`config.mk`:
```
export PLATFORM = sky130hd
export DESIGN_NAME = char_lcd_text_cursor_engine_top
export DESIGN_NICKNAME = d
export VERILOG_FILES = /design/src/design/clte_pkg.sv /design/src/design/clte_ctrl.sv /design/src/design/clte_dpath.sv /design/src/design/char_lcd_text_cursor_engine_top.sv
export SDC_FILE = /design/constraint.sdc
export NUM_CORES = 1
export LEC_CHECK = 0
export ABC_AREA = 1
export BUFFER_PORTS_ARGS = -buffer_cell sky130_fd_sc_hd__buf_2
export CAP_MARGIN = 20
export CELL_PAD_IN_SITES_DETAIL_PLACEMENT = 1
export CELL_PAD_IN_SITES_GLOBAL_PLACEMENT = 1
export CORE_ASPECT_RATIO = 0.5
export CORE_MARGIN = 2
export CORE_UTILIZATION = 25
export DETAILED_ROUTE_END_ITERATION = 10
export PLACE_DENSITY_LB_ADDON = 0.12
export SYNTH_ARGS = -nofsm -noshare
export SYNTH_HDL_FRONTEND = slang
export SYNTH_SLANG_ARGS = --single-unit
```
`constraint.sdc`:
```
create_clock -name aclk -period 3.64 [get_ports aclk]
set_input_delay 0.728 -clock aclk [delete_from_list [all_inputs] [get_ports aclk]]
set_output_delay 0.728 -clock aclk [all_outputs]
set_load 0.1 [all_outputs]
```
`src/design/clte_pkg.sv`:
```
// Shared types and constants for the character LCD text and cursor engine.
// Used by clte_ctrl, clte_dpath and char_lcd_text_cursor_engine_top.
package clte_pkg;

    // Display geometry
    localparam int ROWS = 2;
    localparam int COLS = 16;

    // Character codes
    localparam logic [7:0] CHAR_SPACE = 8'd32;
    localparam logic [7:0] CHAR_FIRST = 8'd32;
    localparam logic [7:0] CHAR_LAST  = 8'd126;

    // Command codes carried with each input item
    typedef enum logic [2:0] {
        CMD_WRITE = 3'd0,
        CMD_CLEAR = 3'd1,
        CMD_EOL   = 3'd2,
        CMD_RIGHT = 3'd3,
        CMD_LEFT  = 3'd4,
        CMD_UP    = 3'd5,
        CMD_DOWN  = 3'd6
    } lcd_cmd_t;

    // Controller states
    typedef enum logic [1:0] {
        ST_IDLE   = 2'd0,
        ST_SCAN   = 2'd1,
        ST_FINISH = 2'd2
    } ctrl_state_t;

    // Controller to datapath
    typedef struct packed {
        logic start;    // latch a new item, update cursor, arm the scan
        logic issue;    // read the next cell of the scan range
        logic consume;  // retire the cell read in the previous issue
        logic finish;   // emit the closing result of the item
    } ctrl_cmd_t;

    // Datapath to controller
    typedef struct packed {
        logic scan_left;    // cells of the range still to be read
        logic s1_vld;       // a read cell waits to be compared
        logic can_advance;  // the compare stage may retire its cell
        logic out_free;     // output register can take a result
    } dp_status_t;

endpackage

```
`src/design/clte_ctrl.sv`:
```
// Sequencer for the LCD text engine: accepts items and steps the cell scan.
// Depends on clte_pkg; drives clte_dpath through ctrl_cmd_t.
module clte_ctrl (
    input  logic                   aclk,
    input  logic                   aresetn,
    input  logic                   s_tvalid,
    output logic                   s_tready,
    output clte_pkg::ctrl_cmd_t    cmd,
    input  clte_pkg::dp_status_t   status
);
    import clte_pkg::*;

    ctrl_state_t state_reg;
    ctrl_state_t state_next;

    // State register
    always_ff @(posedge aclk) begin
        if (!aresetn) begin
            state_reg <= ST_IDLE;
        end else begin
            state_reg <= state_next;
        end
    end

    // Next state and commands
    always_comb begin
        state_next = state_reg;
        cmd        = '0;
        s_tready   = 1'b0;
        case (state_reg)
            ST_IDLE: begin
                s_tready = 1'b1;
                if (s_tvalid) begin
                    cmd.start  = 1'b1;
                    state_next = ST_SCAN;
                end
            end
            ST_SCAN: begin
                cmd.issue   = status.scan_left && status.can_advance;
                cmd.consume = status.s1_vld && status.can_advance;
                if (!status.scan_left && !status.s1_vld) begin
                    state_next = ST_FINISH;
                end
            end
            ST_FINISH: begin
                cmd.finish = 1'b1;
                if (status.out_free) begin
                    state_next = ST_IDLE;
                end
            end
            default: begin
                state_next = ST_IDLE;
            end
        endcase
    end

endmodule

```
`src/design/clte_dpath.sv`:
```
// Datapath of the LCD text engine: cursor, sticky error, character memory,
// scan/compare stage, pending-cell holder and output register. Uses clte_pkg.
module clte_dpath (
    input  logic                   aclk,
    input  logic                   aresetn,
    input  clte_pkg::ctrl_cmd_t    cmd,
    output clte_pkg::dp_status_t   status,
    input  logic [2:0]             in_command,
    input  logic [7:0]             in_char_code,
    input  logic [7:0]             in_target_row,
    input  logic [7:0]             in_target_column,
    input  logic                   in_set_position,
    output logic                   m_tvalid,
    input  logic                   m_tready,
    output logic [23:0]            m_tdata,
    output logic                   m_tuser,
    output logic                   m_tlast
);
    import clte_pkg::*;

    localparam int CELLS = ROWS * COLS;
    localparam int IDX_W = $clog2(CELLS);
    localparam int ROW_W = (ROWS > 1) ? $clog2(ROWS) : 1;
    localparam int COL_W = $clog2(COLS);
    localparam logic [ROW_W-1:0] ROW_LAST = ROW_W'(ROWS - 1);
    localparam logic [COL_W-1:0] COL_LAST = COL_W'(COLS - 1);
    localparam logic [IDX_W-1:0] IDX_LAST = IDX_W'(CELLS - 1);

    // Character memory; a cell never written reads as a space
    logic [7:0]       mem [CELLS];
    logic [CELLS-1:0] cell_vld_reg, cell_vld_next;

    // Cursor and flags
    logic [ROW_W-1:0] cur_row_reg, cur_row_next;
    logic [COL_W-1:0] cur_col_reg, cur_col_next;
    logic             err_reg, err_next;
    logic             ok_reg, ok_next;

    // Scan range
    logic [7:0]       new_char_reg, new_char_next;
    logic [IDX_W-1:0] addr_reg, addr_next;
    logic [IDX_W-1:0] hi_reg, hi_next;
    logic             scan_left_reg, scan_left_next;

    // Compare stage fed by the registered memory read
    logic             s1_vld_reg, s1_vld_next;
    logic [IDX_W-1:0] s1_idx_reg;
    logic [7:0]       rd_data_reg;
    logic             rd_cv_reg;

    // Changed cell held back until it is known whether it is the last
    logic             pend_vld_reg, pend_vld_next;
    logic [IDX_W-1:0] pend_idx_reg, pend_idx_next;

    // Output register
    logic             m_vld_reg, m_vld_next;
    logic             m_write_reg, m_write_next;
    logic [IDX_W-1:0] m_idx_reg, m_idx_next;
    logic [7:0]       m_char_reg, m_char_next;
    logic [ROW_W-1:0] m_row_reg, m_row_next;
    logic [COL_W-1:0] m_col_reg, m_col_next;
    logic             m_ok_reg, m_ok_next;
    logic             m_err_reg, m_err_next;
    logic             m_last_reg, m_last_next;

    logic [IDX_W-1:0] cur_idx;
    logic [IDX_W-1:0] row_base;
    logic [ROW_W-1:0] rt_row;
    logic [COL_W-1:0] rt_col;
    logic             rt_ok;
    logic             printable;
    logic [7:0]       cell_val;
    logic             s1_chg;
    logic             out_free;
    logic             can_advance;
    logic             wr_en;

    assign row_base  = IDX_W'(cur_row_reg) * IDX_W'(COLS);
    assign cur_idx   = row_base + IDX_W'(cur_col_reg);
    assign printable = (in_char_code >= CHAR_FIRST) && (in_char_code <= CHAR_LAST);

    // Compare the read cell with the character being stored
    assign cell_val    = rd_cv_reg ? rd_data_reg : CHAR_SPACE;
    assign s1_chg      = s1_vld_reg && (cell_val != new_char_reg);
    assign out_free    = !m_vld_reg || m_tready;
    assign can_advance = !(s1_chg && pend_vld_reg && !out_free);
    assign wr_en       = cmd.consume && s1_chg;

    assign status.scan_left   = scan_left_reg;
    assign status.s1_vld      = s1_vld_reg;
    assign status.can_advance = can_advance;
    assign status.out_free    = out_free;

    // One step right along the linear cell order
    always_comb begin
        rt_row = cur_row_reg;
        rt_col = cur_col_reg;
        rt_ok  = 1'b1;
        if (cur_col_reg == COL_LAST) begin
            if (cur_row_reg == ROW_LAST) begin
                rt_ok = 1'b0;
            end else begin
                rt_row = cur_row_reg + 1'b1;
                rt_col = '0;
            end
        end else begin
            rt_col = cur_col_reg + 1'b1;
        end
    end

    // Next-state logic
    always_comb begin
        cell_vld_next  = cell_vld_reg;
        cur_row_next   = cur_row_reg;
        cur_col_next   = cur_col_reg;
        err_next       = err_reg;
        ok_next        = ok_reg;
        new_char_next  = new_char_reg;
        addr_next      = addr_reg;
        hi_next        = hi_reg;
        scan_left_next = scan_left_reg;
        s1_vld_next    = s1_vld_reg;
        pend_vld_next  = pend_vld_reg;
        pend_idx_next  = pend_idx_reg;
        m_vld_next     = m_vld_reg && !m_tready;
        m_write_next   = m_write_reg;
        m_idx_next     = m_idx_reg;
        m_char_next    = m_char_reg;
        m_row_next     = m_row_reg;
        m_col_next     = m_col_reg;
        m_ok_next      = m_ok_reg;
        m_err_next     = m_err_reg;
        m_last_next    = m_last_reg;

        // New item: cursor update and scan range
        if (cmd.start) begin
            ok_next        = 1'b1;
            scan_left_next = 1'b0;
            addr_next      = cur_idx;
            hi_next        = cur_idx;
            new_char_next  = CHAR_SPACE;
            if (in_set_position) begin
                if ((in_target_row < 8'(ROWS)) && (in_target_column < 8'(COLS))) begin
                    cur_row_next = ROW_W'(in_target_row);
                    cur_col_next = COL_W'(in_target_column);
                end else begin
                    ok_next  = 1'b0;
                    err_next = 1'b1;
                end
            end else begin
                case (in_command)
                    CMD_WRITE: begin
                        if (printable) begin
                            scan_left_next = 1'b1;
                            new_char_next  = in_char_code;
                            cur_row_next   = rt_row;
                            cur_col_next   = rt_col;
                            ok_next        = rt_ok;
                            err_next       = err_reg || !rt_ok;
                        end
                    end
                    CMD_CLEAR: begin
                        scan_left_next = 1'b1;
                        addr_next      = '0;
                        hi_next        = IDX_LAST;
                        cur_row_next   = '0;
                        cur_col_next   = '0;
                    end
                    CMD_EOL: begin
                        scan_left_next = 1'b1;
                        hi_next        = row_base + IDX_W'(COLS - 1);
                    end
                    CMD_RIGHT: begin
                        cur_row_next = rt_row;
                        cur_col_next = rt_col;
                        ok_next      = rt_ok;
                        err_next     = err_reg || !rt_ok;
                    end
                    CMD_LEFT: begin
                        if (cur_col_reg == '0) begin
                            if (cur_row_reg == '0) begin
                                ok_next  = 1'b0;
                                err_next = 1'b1;
                            end else begin
                                cur_row_next = cur_row_reg - 1'b1;
                                cur_col_next = COL_LAST;
                            end
                        end else begin
                            cur_col_next = cur_col_reg - 1'b1;
                        end
                    end
                    CMD_UP: begin
                        if (cur_row_reg == '0) begin
                            cur_col_next = '0;
                            ok_next      = 1'b0;
                            err_next     = 1'b1;
                        end else begin
                            cur_row_next = cur_row_reg - 1'b1;
                        end
                    end
                    CMD_DOWN: begin
                        if (cur_row_reg == ROW_LAST) begin
                            cur_col_next = COL_LAST;
                            ok_next      = 1'b0;
                            err_next     = 1'b1;
                        end else begin
                            cur_row_next = cur_row_reg + 1'b1;
                        end
                    end
                    default: begin
                    end
                endcase
            end
        end

        // Read side of the scan
        if (cmd.consume) begin
            s1_vld_next = 1'b0;
        end
        if (cmd.issue) begin
            s1_vld_next = 1'b1;
            if (addr_reg == hi_reg) begin
                scan_left_next = 1'b0;
            end else begin
                addr_next = addr_reg + 1'b1;
            end
        end

        // Retire a changed cell; push the one held before it out
        if (wr_en) begin
            cell_vld_next[s1_idx_reg] = 1'b1;
            pend_vld_next             = 1'b1;
            pend_idx_next             = s1_idx_reg;
            if (pend_vld_reg) begin
                m_vld_next   = 1'b1;
                m_write_next = 1'b1;
                m_idx_next   = pend_idx_reg;
                m_char_next  = new_char_reg;
                m_last_next  = 1'b0;
                m_row_next   = cur_row_reg;
                m_col_next   = cur_col_reg;
                m_ok_next    = ok_reg;
                m_err_next   = err_reg;
            end
        end

        // Closing result: last changed cell, or a no-change marker
        if (cmd.finish && out_free) begin
            m_vld_next    = 1'b1;
            m_write_next  = pend_vld_reg;
            m_idx_next    = pend_vld_reg ? pend_idx_reg : '0;
            m_char_next   = pend_vld_reg ? new_char_reg : 8'd0;
            m_last_next   = 1'b1;
            m_row_next    = cur_row_reg;
            m_col_next    = cur_col_reg;
            m_ok_next     = ok_reg;
            m_err_next    = err_reg;
            pend_vld_next = 1'b0;
        end
    end

    // Control registers
    always_ff @(posedge aclk) begin
        if (!aresetn) begin
            cell_vld_reg  <= '0;
            cur_row_reg   <= '0;
            cur_col_reg   <= '0;
            err_reg       <= 1'b0;
            scan_left_reg <= 1'b0;
            s1_vld_reg    <= 1'b0;
            pend_vld_reg  <= 1'b0;
            m_vld_reg     <= 1'b0;
        end else begin
            cell_vld_reg  <= cell_vld_next;
            cur_row_reg   <= cur_row_next;
            cur_col_reg   <= cur_col_next;
            err_reg       <= err_next;
            scan_left_reg <= scan_left_next;
            s1_vld_reg    <= s1_vld_next;
            pend_vld_reg  <= pend_vld_next;
            m_vld_reg     <= m_vld_next;
        end
    end

    // Payload registers
    always_ff @(posedge aclk) begin
        ok_reg       <= ok_next;
        new_char_reg <= new_char_next;
        addr_reg     <= addr_next;
        hi_reg       <= hi_next;
        pend_idx_reg <= pend_idx_next;
        m_write_reg  <= m_write_next;
        m_idx_reg    <= m_idx_next;
        m_char_reg   <= m_char_next;
        m_row_reg    <= m_row_next;
        m_col_reg    <= m_col_next;
        m_ok_reg     <= m_ok_next;
        m_err_reg    <= m_err_next;
        m_last_reg   <= m_last_next;
    end

    // Memory write port
    always_ff @(posedge aclk) begin
        if (wr_en) begin
            mem[s1_idx_reg] <= new_char_reg;
        end
    end

    // Memory read port, registered
    always_ff @(posedge aclk) begin
        if (cmd.issue) begin
            rd_data_reg <= mem[addr_reg];
            rd_cv_reg   <= cell_vld_reg[addr_reg];
            s1_idx_reg  <= addr_reg;
        end
    end

    // Result item
    assign m_tvalid = m_vld_reg;
    assign m_tuser  = m_write_reg;
    assign m_tlast  = m_last_reg;
    assign m_tdata  = {4'd0, m_err_reg, m_ok_reg, 4'(m_col_reg), 1'(m_row_reg),
                       m_char_reg, 5'(m_idx_reg)};

endmodule

```
`src/design/char_lcd_text_cursor_engine_top.sv`:
```
// Character LCD text store with cursor: ROWS x COLS cells, one command per item.
// A character write scans its one cell and a full clear all ROWS*COLS cells, one cell
// read per cycle through the single memory read port while the output does not stall
// the scan. Next item accepted in the cycle after the last result is loaded.
// Reset: synchronous, active low; cells read as spaces, cursor at 0,0.
module char_lcd_text_cursor_engine_top (
    input  logic        aclk,
    input  logic        aresetn,
    input  logic        s_tvalid,
    output logic        s_tready,
    // [7:0] char_code, [15:8] target_row, [23:16] target_column
    input  logic [23:0] s_tdata,
    // [2:0] command, [3] set_position
    input  logic [3:0]  s_tuser,
    output logic        m_tvalid,
    input  logic        m_tready,
    // [4:0] cell_index, [12:5] cell_char, [13] cursor_row, [17:14] cursor_column,
    // [18] success, [19] error_code, [23:20] zero
    output logic [23:0] m_tdata,
    // [0] cell_write
    output logic        m_tuser,
    output logic        m_tlast
);
    import clte_pkg::*;

    ctrl_cmd_t  ctl_cmd;
    dp_status_t dp_stat;

    clte_ctrl u_ctrl (
        .aclk     (aclk),
        .aresetn  (aresetn),
        .s_tvalid (s_tvalid),
        .s_tready (s_tready),
        .cmd      (ctl_cmd),
        .status   (dp_stat)
    );

    clte_dpath u_dpath (
        .aclk             (aclk),
        .aresetn          (aresetn),
        .cmd              (ctl_cmd),
        .status           (dp_stat),
        .in_command       (s_tuser[2:0]),
        .in_char_code     (s_tdata[7:0]),
        .in_target_row    (s_tdata[15:8]),
        .in_target_column (s_tdata[23:16]),
        .in_set_position  (s_tuser[3]),
        .m_tvalid         (m_tvalid),
        .m_tready         (m_tready),
        .m_tdata          (m_tdata),
        .m_tuser          (m_tuser),
        .m_tlast          (m_tlast)
    );

`ifndef NO_ASSERTIONS
    // Ready only when no scan work of the previous item remains
    a_idle_clean: assert property (@(posedge aclk) disable iff (!aresetn)
        s_tready |-> (!dp_stat.scan_left && !dp_stat.s1_vld))
        else $error("input ready while scan still active");

    // A granted finish always presents the closing result next cycle
    a_finish_last: assert property (@(posedge aclk) disable iff (!aresetn)
        (ctl_cmd.finish && dp_stat.out_free) |=> (m_tvalid && m_tlast))
        else $error("finish did not produce a last result");

    // Block is busy right after taking an item
    a_busy_after_accept: assert property (@(posedge aclk) disable iff (!aresetn)
        (s_tvalid && s_tready) |=> !s_tready)
        else $error("ready held high after accept");
`endif

endmodule

```
# Yosys cells after proc, flatten, opt, wreduce, memory -nomap -nowiden
# Memory sizes are Yosys's and may differ from the RTL's. A register that Yosys moved wholly into a read port is not among the register bits.
# Index checks and enable logic that the tools add are counted.
# classes
eq_ne	19
bitwise	4
magnitude_cmp	7
n_addsub	7
n_reduce_logical	38
muxes	88
# op_table
op	count
2-to-1 mux 1 bit	50
2-to-1 mux 5 bit	10
2-to-1 mux 4 bit	10
2-to-1 mux 8 bit	5
OR 32 bit	1
one-hot mux 4 bit (6 select lines)	1
logical AND 1 bit	12
less-than comparator 5 x 6 -> 1 bit, second input constant	2
one-hot mux 1 bit (5 select lines)	2
one-hot mux 5 bit (2 select lines)	1
equality test 3 bit, second input constant	3
inequality test 3 x 2 -> 1 bit, second input constant	3
greater-or-equal comparator 8 x 6 -> 1 bit, second input constant	1
<= comparator 8 x 7 -> 1 bit, second input constant	1
less-than comparator 8 x 2 -> 1 bit, second input constant	1
less-than comparator 8 x 5 -> 1 bit, second input constant	1
2-to-1 mux 2 bit	4
inequality test 8 bit	1
logical NOT 1 bit	7
nonzero test 7 bit	1
equality test 3 x 2 -> 1 bit, second input constant	2
inequality test 2 x 1 -> 1 bit, second input constant	3
one-hot mux 1 bit (6 select lines)	1
one-hot mux 2 bit (3 select lines)	1
other kinds (31)	39
# totals
input_bits	32
register_bits	96
wordCells	188
ram_bits	256
out_inout_bits	28
memories	1
# memory_table
name	words	word_bits	read_ports	rd_clocked_by_memory_dff	wr	line	rtl
u_dpath.mem	32	8	1	1	1	clte_dpath.sv:30	logic [7:0] mem [CELLS];

# Longest topological paths before layout
# depth
word_depth	11
ltp_mapped	13
mapped_depth_nobuf	13

# Hierarchy
# From an unflattened synthesis, not the netlist that was laid out.
# hier_totals
hier_cells	1453
hier_area_um2	15391.0
# by_module_without_submodules
mod	seq_area_each_um2	n_inst	cells_per_inst	area_per_inst_um2
clte_dpath	10269.8	1	1429	15242.1
clte_ctrl	40.0	1	24	148.9

# Worst setup path after synthesis
# Ideal clock, no wire load.
# synth_timing
path_type	flip-flop to flip-flop
startpoint	reg u_dpath.m_vld_reg (netlist: u_dpath.m_tvalid)
endpoint	reg u_dpath.m_char_reg[0] (enable)
path_stages_with_launch	6
path_buffers	0
arrival_time_ns	1.967
t_required_ns	3.238
period_less_slack_ns	2.369
setup_time_ns	0.402
path_slack_ns	1.271
path_cell_list	dfxtp_1 > inv_1 > nor2_1 > nand3_1 > nand4_1 > nand2_1
# synth_between
elab_chain_cells	10
word_cells_on_any_way	12
classes_between	mux: 1; reduce/logical: 11
# synth_lines
item	line	rtl
from (decl)	clte_dpath.sv:56	logic m_vld_reg, m_vld_next;
from (signal assigned)	clte_dpath.sv:281	m_vld_reg <= m_vld_next;
logical NOT 1 bit (*)	clte_dpath.sv:85	assign out_free = !m_vld_reg || m_tready;
logical OR 1 bit (*)	clte_dpath.sv:85	
logical NOT 1 bit	clte_dpath.sv:86	assign can_advance = !(s1_chg && pend_vld_reg && !out_free);
logical AND 1 bit	clte_dpath.sv:86	
logical NOT 1 bit	clte_dpath.sv:86	
logical AND 1 bit	clte_ctrl.sv:40	cmd.consume = status.s1_vld && status.can_advance;
2-to-1 mux 2 bit	clte_ctrl.sv:30	case (state_reg)
logical AND 1 bit	clte_dpath.sv:87	assign wr_en = cmd.consume && s1_chg;
nonzero test 2 bit (no source line)	--	
AND reduction 2 bit (no source line) (*)	--	
to (signal assigned)	clte_dpath.sv:294	m_char_reg <= m_char_next;
to (decl)	clte_dpath.sv:59	logic [7:0] m_char_reg, m_char_next;
# Mark *: on every way between the ends. The rest lies on a longest branch, timed or not.
# A chain may end at the register's enable or synchronous reset.

# Worst setup path after layout
# layout_timing
startpoint	reg u_dpath.rd_cv_reg
endpoint	mem u_dpath.mem[6][0] (enable)
# layout_between
elab_chain_cells	11
# layout_lines
item	line	rtl
from (decl)	clte_dpath.sv:49	logic rd_cv_reg;
from (signal assigned)	clte_dpath.sv:313	rd_cv_reg <= cell_vld_reg[addr_reg];
2-to-1 mux 8 bit (*)	clte_dpath.sv:83	assign cell_val = rd_cv_reg ? rd_data_reg : CHAR_SPACE;
inequality test 8 bit (*)	clte_dpath.sv:84	assign s1_chg = s1_vld_reg && (cell_val != new_char_reg);
logical AND 1 bit (*)	clte_dpath.sv:84	
logical AND 1 bit (2 in a row)	clte_dpath.sv:86	
logical NOT 1 bit	clte_dpath.sv:86	
logical AND 1 bit	clte_ctrl.sv:40	
2-to-1 mux 2 bit	clte_ctrl.sv:30	
logical AND 1 bit (*)	clte_dpath.sv:87	
2-to-1 mux 1 bit (*)	clte_dpath.sv:304	if (wr_en) begin
2-to-1 mux 1 bit (implied by the code) (*)	clte_dpath.sv:305	mem[s1_idx_reg] <= new_char_reg;
to (decl)	clte_dpath.sv:30	
# Marked as above.

==> impl_metrics.csv <==
group,metric,value,unit
run_status,outcome,"finished, final reports clean",
yosys,synth-compound-area-share,9.83,%
cts,clockRootBuffer,"clkbuf_16",
yosys,synth_top_family_by_area,"simple AND/OR/NAND/NOR gates",
yosys,synth_area_leaders,"edfxtp_1 (60%), nand2_1 (6.4%), dfxtp_1 (6.4%)",
timing,skew,24.2,ps
pwr,leakagePower,6.56,nW
timing,setup_viol,0,
setup_path,worstReg2RegStart,"u_dpath.rd_cv_reg$_DFFE_PP_",
cts,cts_made_buffers,39,
setup_path,crit_path_start_kind,"flip-flop",
setup_path,cp-end-kind,"flip-flop",
grt,grt_max_degree,153,
grt,grt_util_all_layers,16.4,%
yosys,synth_edf_count,310,
yosys,synth-xor-area-share,0.394,%
finish,nFillCells,6948,
yosys,muxShareOfSynthArea,0.0644,%
routing,wire_per_inst,22.0,um
yosys,syn_avg_cell_area,10.3,um2
setup_path,required,3820,ps
timing,fin_crit_sh,81.6,%
finish,synthToLayoutAreaGrowth,15.7,%
cts,postCtsHoldBufs,0,
yosys,synthFlopType,"edfxtp_1",
yosys,synth_cells,1516,
cts,clockBufferDepth,3,
timing,drv_slew,0,
placement,placed_cells,2343,
floorplanning,ios,60,
yosys,async_flop_share,0,%
pwr,power_density,547,nW/um2
timing,grt_setup_unrepaired,"false",
yosys,synth_top_area_cell,"edfxtp_1",
setup_path,crit_start,"u_dpath.rd_cv_reg$_DFFE_PP_",
placement,dp_hpwl,34.5,mm
placement,port_buffers,55,
cts,cts_max_level,2,
timing,finalSetupTns,0,ps
routing,postRouteAntennaNets,0,
floorplanning,die_h,180,um
finish,drive_gt1_share,9.82,%
cts,insertion_delay,560,ps
floorplanning,rows,64,
cts,path_clk_slew,60,ps
finish,largest_reg_flops,256,
finish,finalNonFillerCells,2417,
yosys,ys_warn_count,0,
routing,via_count,11341,
grt,grt_pass1_vias,11491,
routing,drt-pass1-iter-count,5,
finish,multi_input_area,4350,um2
yosys,seq_area_frac_synth,66.3,%
timing,hold_viol,0,
yosys,yosysTopAreaCellShare,59.8,%
routing,drt_wl_total,53.3,mm
min_path,holdCritStartpoint,"u_dpath.ok_reg$_DFFE_PP_",
cts,numClockSinks,360,
yosys,ys_seq_elements,360,
grt,grt.overflow.total,0,
yosys,netlist_area,15600,um2
setup_path,critPathKind,"flip-flop to flip-flop",
min_path,min-delay-path-class,"flip-flop to flip-flop",
floorplanning,core_area,61300,um2
floorplanning,die_area,64400,um2
setup_path,critPathMaxFanout,23,
placement,place_congestion,0.742,
yosys,synthAdderAreaFrac,0.241,%
yosys,synthSimpleGateAreaFrac,17.3,%
cts,post_cts_buffers,0,
finish,final_nets,1594,
cts,cts_tree,"yes",
setup_path,cp.arrival,3160,ps
timing,fmax,0.336,GHz
timing,worstMarginPinSlew,1080,ps
flow_run,drv_cap,0,
floorplanning,die_w,357,um
routing,avgViaCountPerCell,4.69,
floorplanning,start_util,25.4,%
routing,drc,0,
yosys,synthDistinctLibCells,40,
timing,period_minus_slack,2970,ps
grt,antenna_found_initial,7,
cts,cts_resized,0,
routing,drtIter0Drc,742,
timing,relSlewSlack,27.7,%
grt,grt_first_pass_wirelength,78.6,mm
finish,regArea,10300,um2
pwr,ir_worst_vdd,0.379,mV
## worst paths after layout
check	to	slack, ps	cells past startpoint
worst min register to register	u_dpath.m_ok_reg$_DFFE_PP_	430	0
worst min-delay path	u_dpath.m_ok_reg$_DFFE_PP_	430	0
worst max register to register	u_dpath.mem[6][0]$_DFFE_PP_	670	10
worst max-delay path	u_dpath.mem[6][0]$_DFFE_PP_	670	10
## metal layers
| metal | global-route usage, % | part of all wire [%] |
|---|---|---|
| met1 | 24.1 | 49 |
| met5 | 0 | 0 |
| met2 | 24.9 | 44 |
| met4 | 4.17 | 2.1 |
| met3 | 2.71 | 4.5 |
## synthesized netlist by cell type (3+ instances only)
master and number:
ha_1 3, buf_4 9, o21ai_1 3, inv_2 3, a21oi_1 65, o22ai_1 18
o21ai_0 143, inv_1 122, nand3b_1 3, edfxtp_1 310, clkinv_1 4, clkbuf_1 41
o211ai_1 27, xor2_1 6, nor3_1 9, buf_2 29, or2_2 3, dfxtp_1 50
nand3_1 100, o21bai_1 8, nand4_1 23, nand2_1 267, o221ai_1 8, nor2_1 237
buf_6 3, buf_1 6
## area by class of cell
type	count	share of cell area [%]
clock buffers	51	5.91
multi-input cells	942	24.2
flip-flops and latches	360	57.3
inverters	130	2.73
diodes	3	0.0417
repair buffers	86	3.10
clock inverters	20	1.00
well taps	825	5.73
## report_power, final
group	internal [W]	switching, W	total, W
Sequential	0.00453	0.0000719	0.00460
Clock	0.00228	0.00171	0.00399
Combinational	0.000302	0.000956	0.00126
## through the flow
stage	util [%]	total power (W)	hold WS (ps)	worst slack, ps	cell area (um2)
final	29.4	0.00985	430	668	18000
after global routing	29.3	0.0102	457	360	18000
after CTS	29.3	0.00999	438	639	18000
after detailed placement	27.3	0.00597	407	654	16800
after global placement	27.3	0.00596	417	747	16800
after floorplan	-	0.00542	400	1270	15600
## cells by family after synthesis
kind of cell	after synthesis
fa+ha+maj	3
xor+xnor	7
other cells	1
compound gates	276
mux	1
flops	360
buf+inv	218
simple gates	650
## placed cells by master, fill, tap and decap left out, types with 3 or more instances in the layout
cell,instances
nand2_1,267
nor2_1,235
ha_1,3
nor2_2,4
or2_2,3
edfxtp_1,310
buf_4,27
inv_1,122
xor2_1,6
clkbuf_1,10
clkinv_2,9
o22ai_1,18
nand3b_1,3
clkinv_1,12
o21ai_0,143
clkbuf_16,41
nor3_1,9
o211ai_1,27
buf_2,55
o221ai_1,8
conb_1,5
buf_12,4
a21oi_1,65
nand3_1,100
o21ai_1,3
diode_2,3
dfxtp_1,47
nand4_1,23
o21bai_1,8
bufinv_16,3
## worst max-delay path, cell delays in order (launching register included)
cell      delay (ps)
edfxtp_1         660
nand3_1          130
nand2_1           90
inv_1             40
nand2_1           70
nor2_2            50
nand2_4          170
nand3_4          240
inv_4            360
nand3_1          170
nor2_1           590
Power figures use the tool's default switching activity.
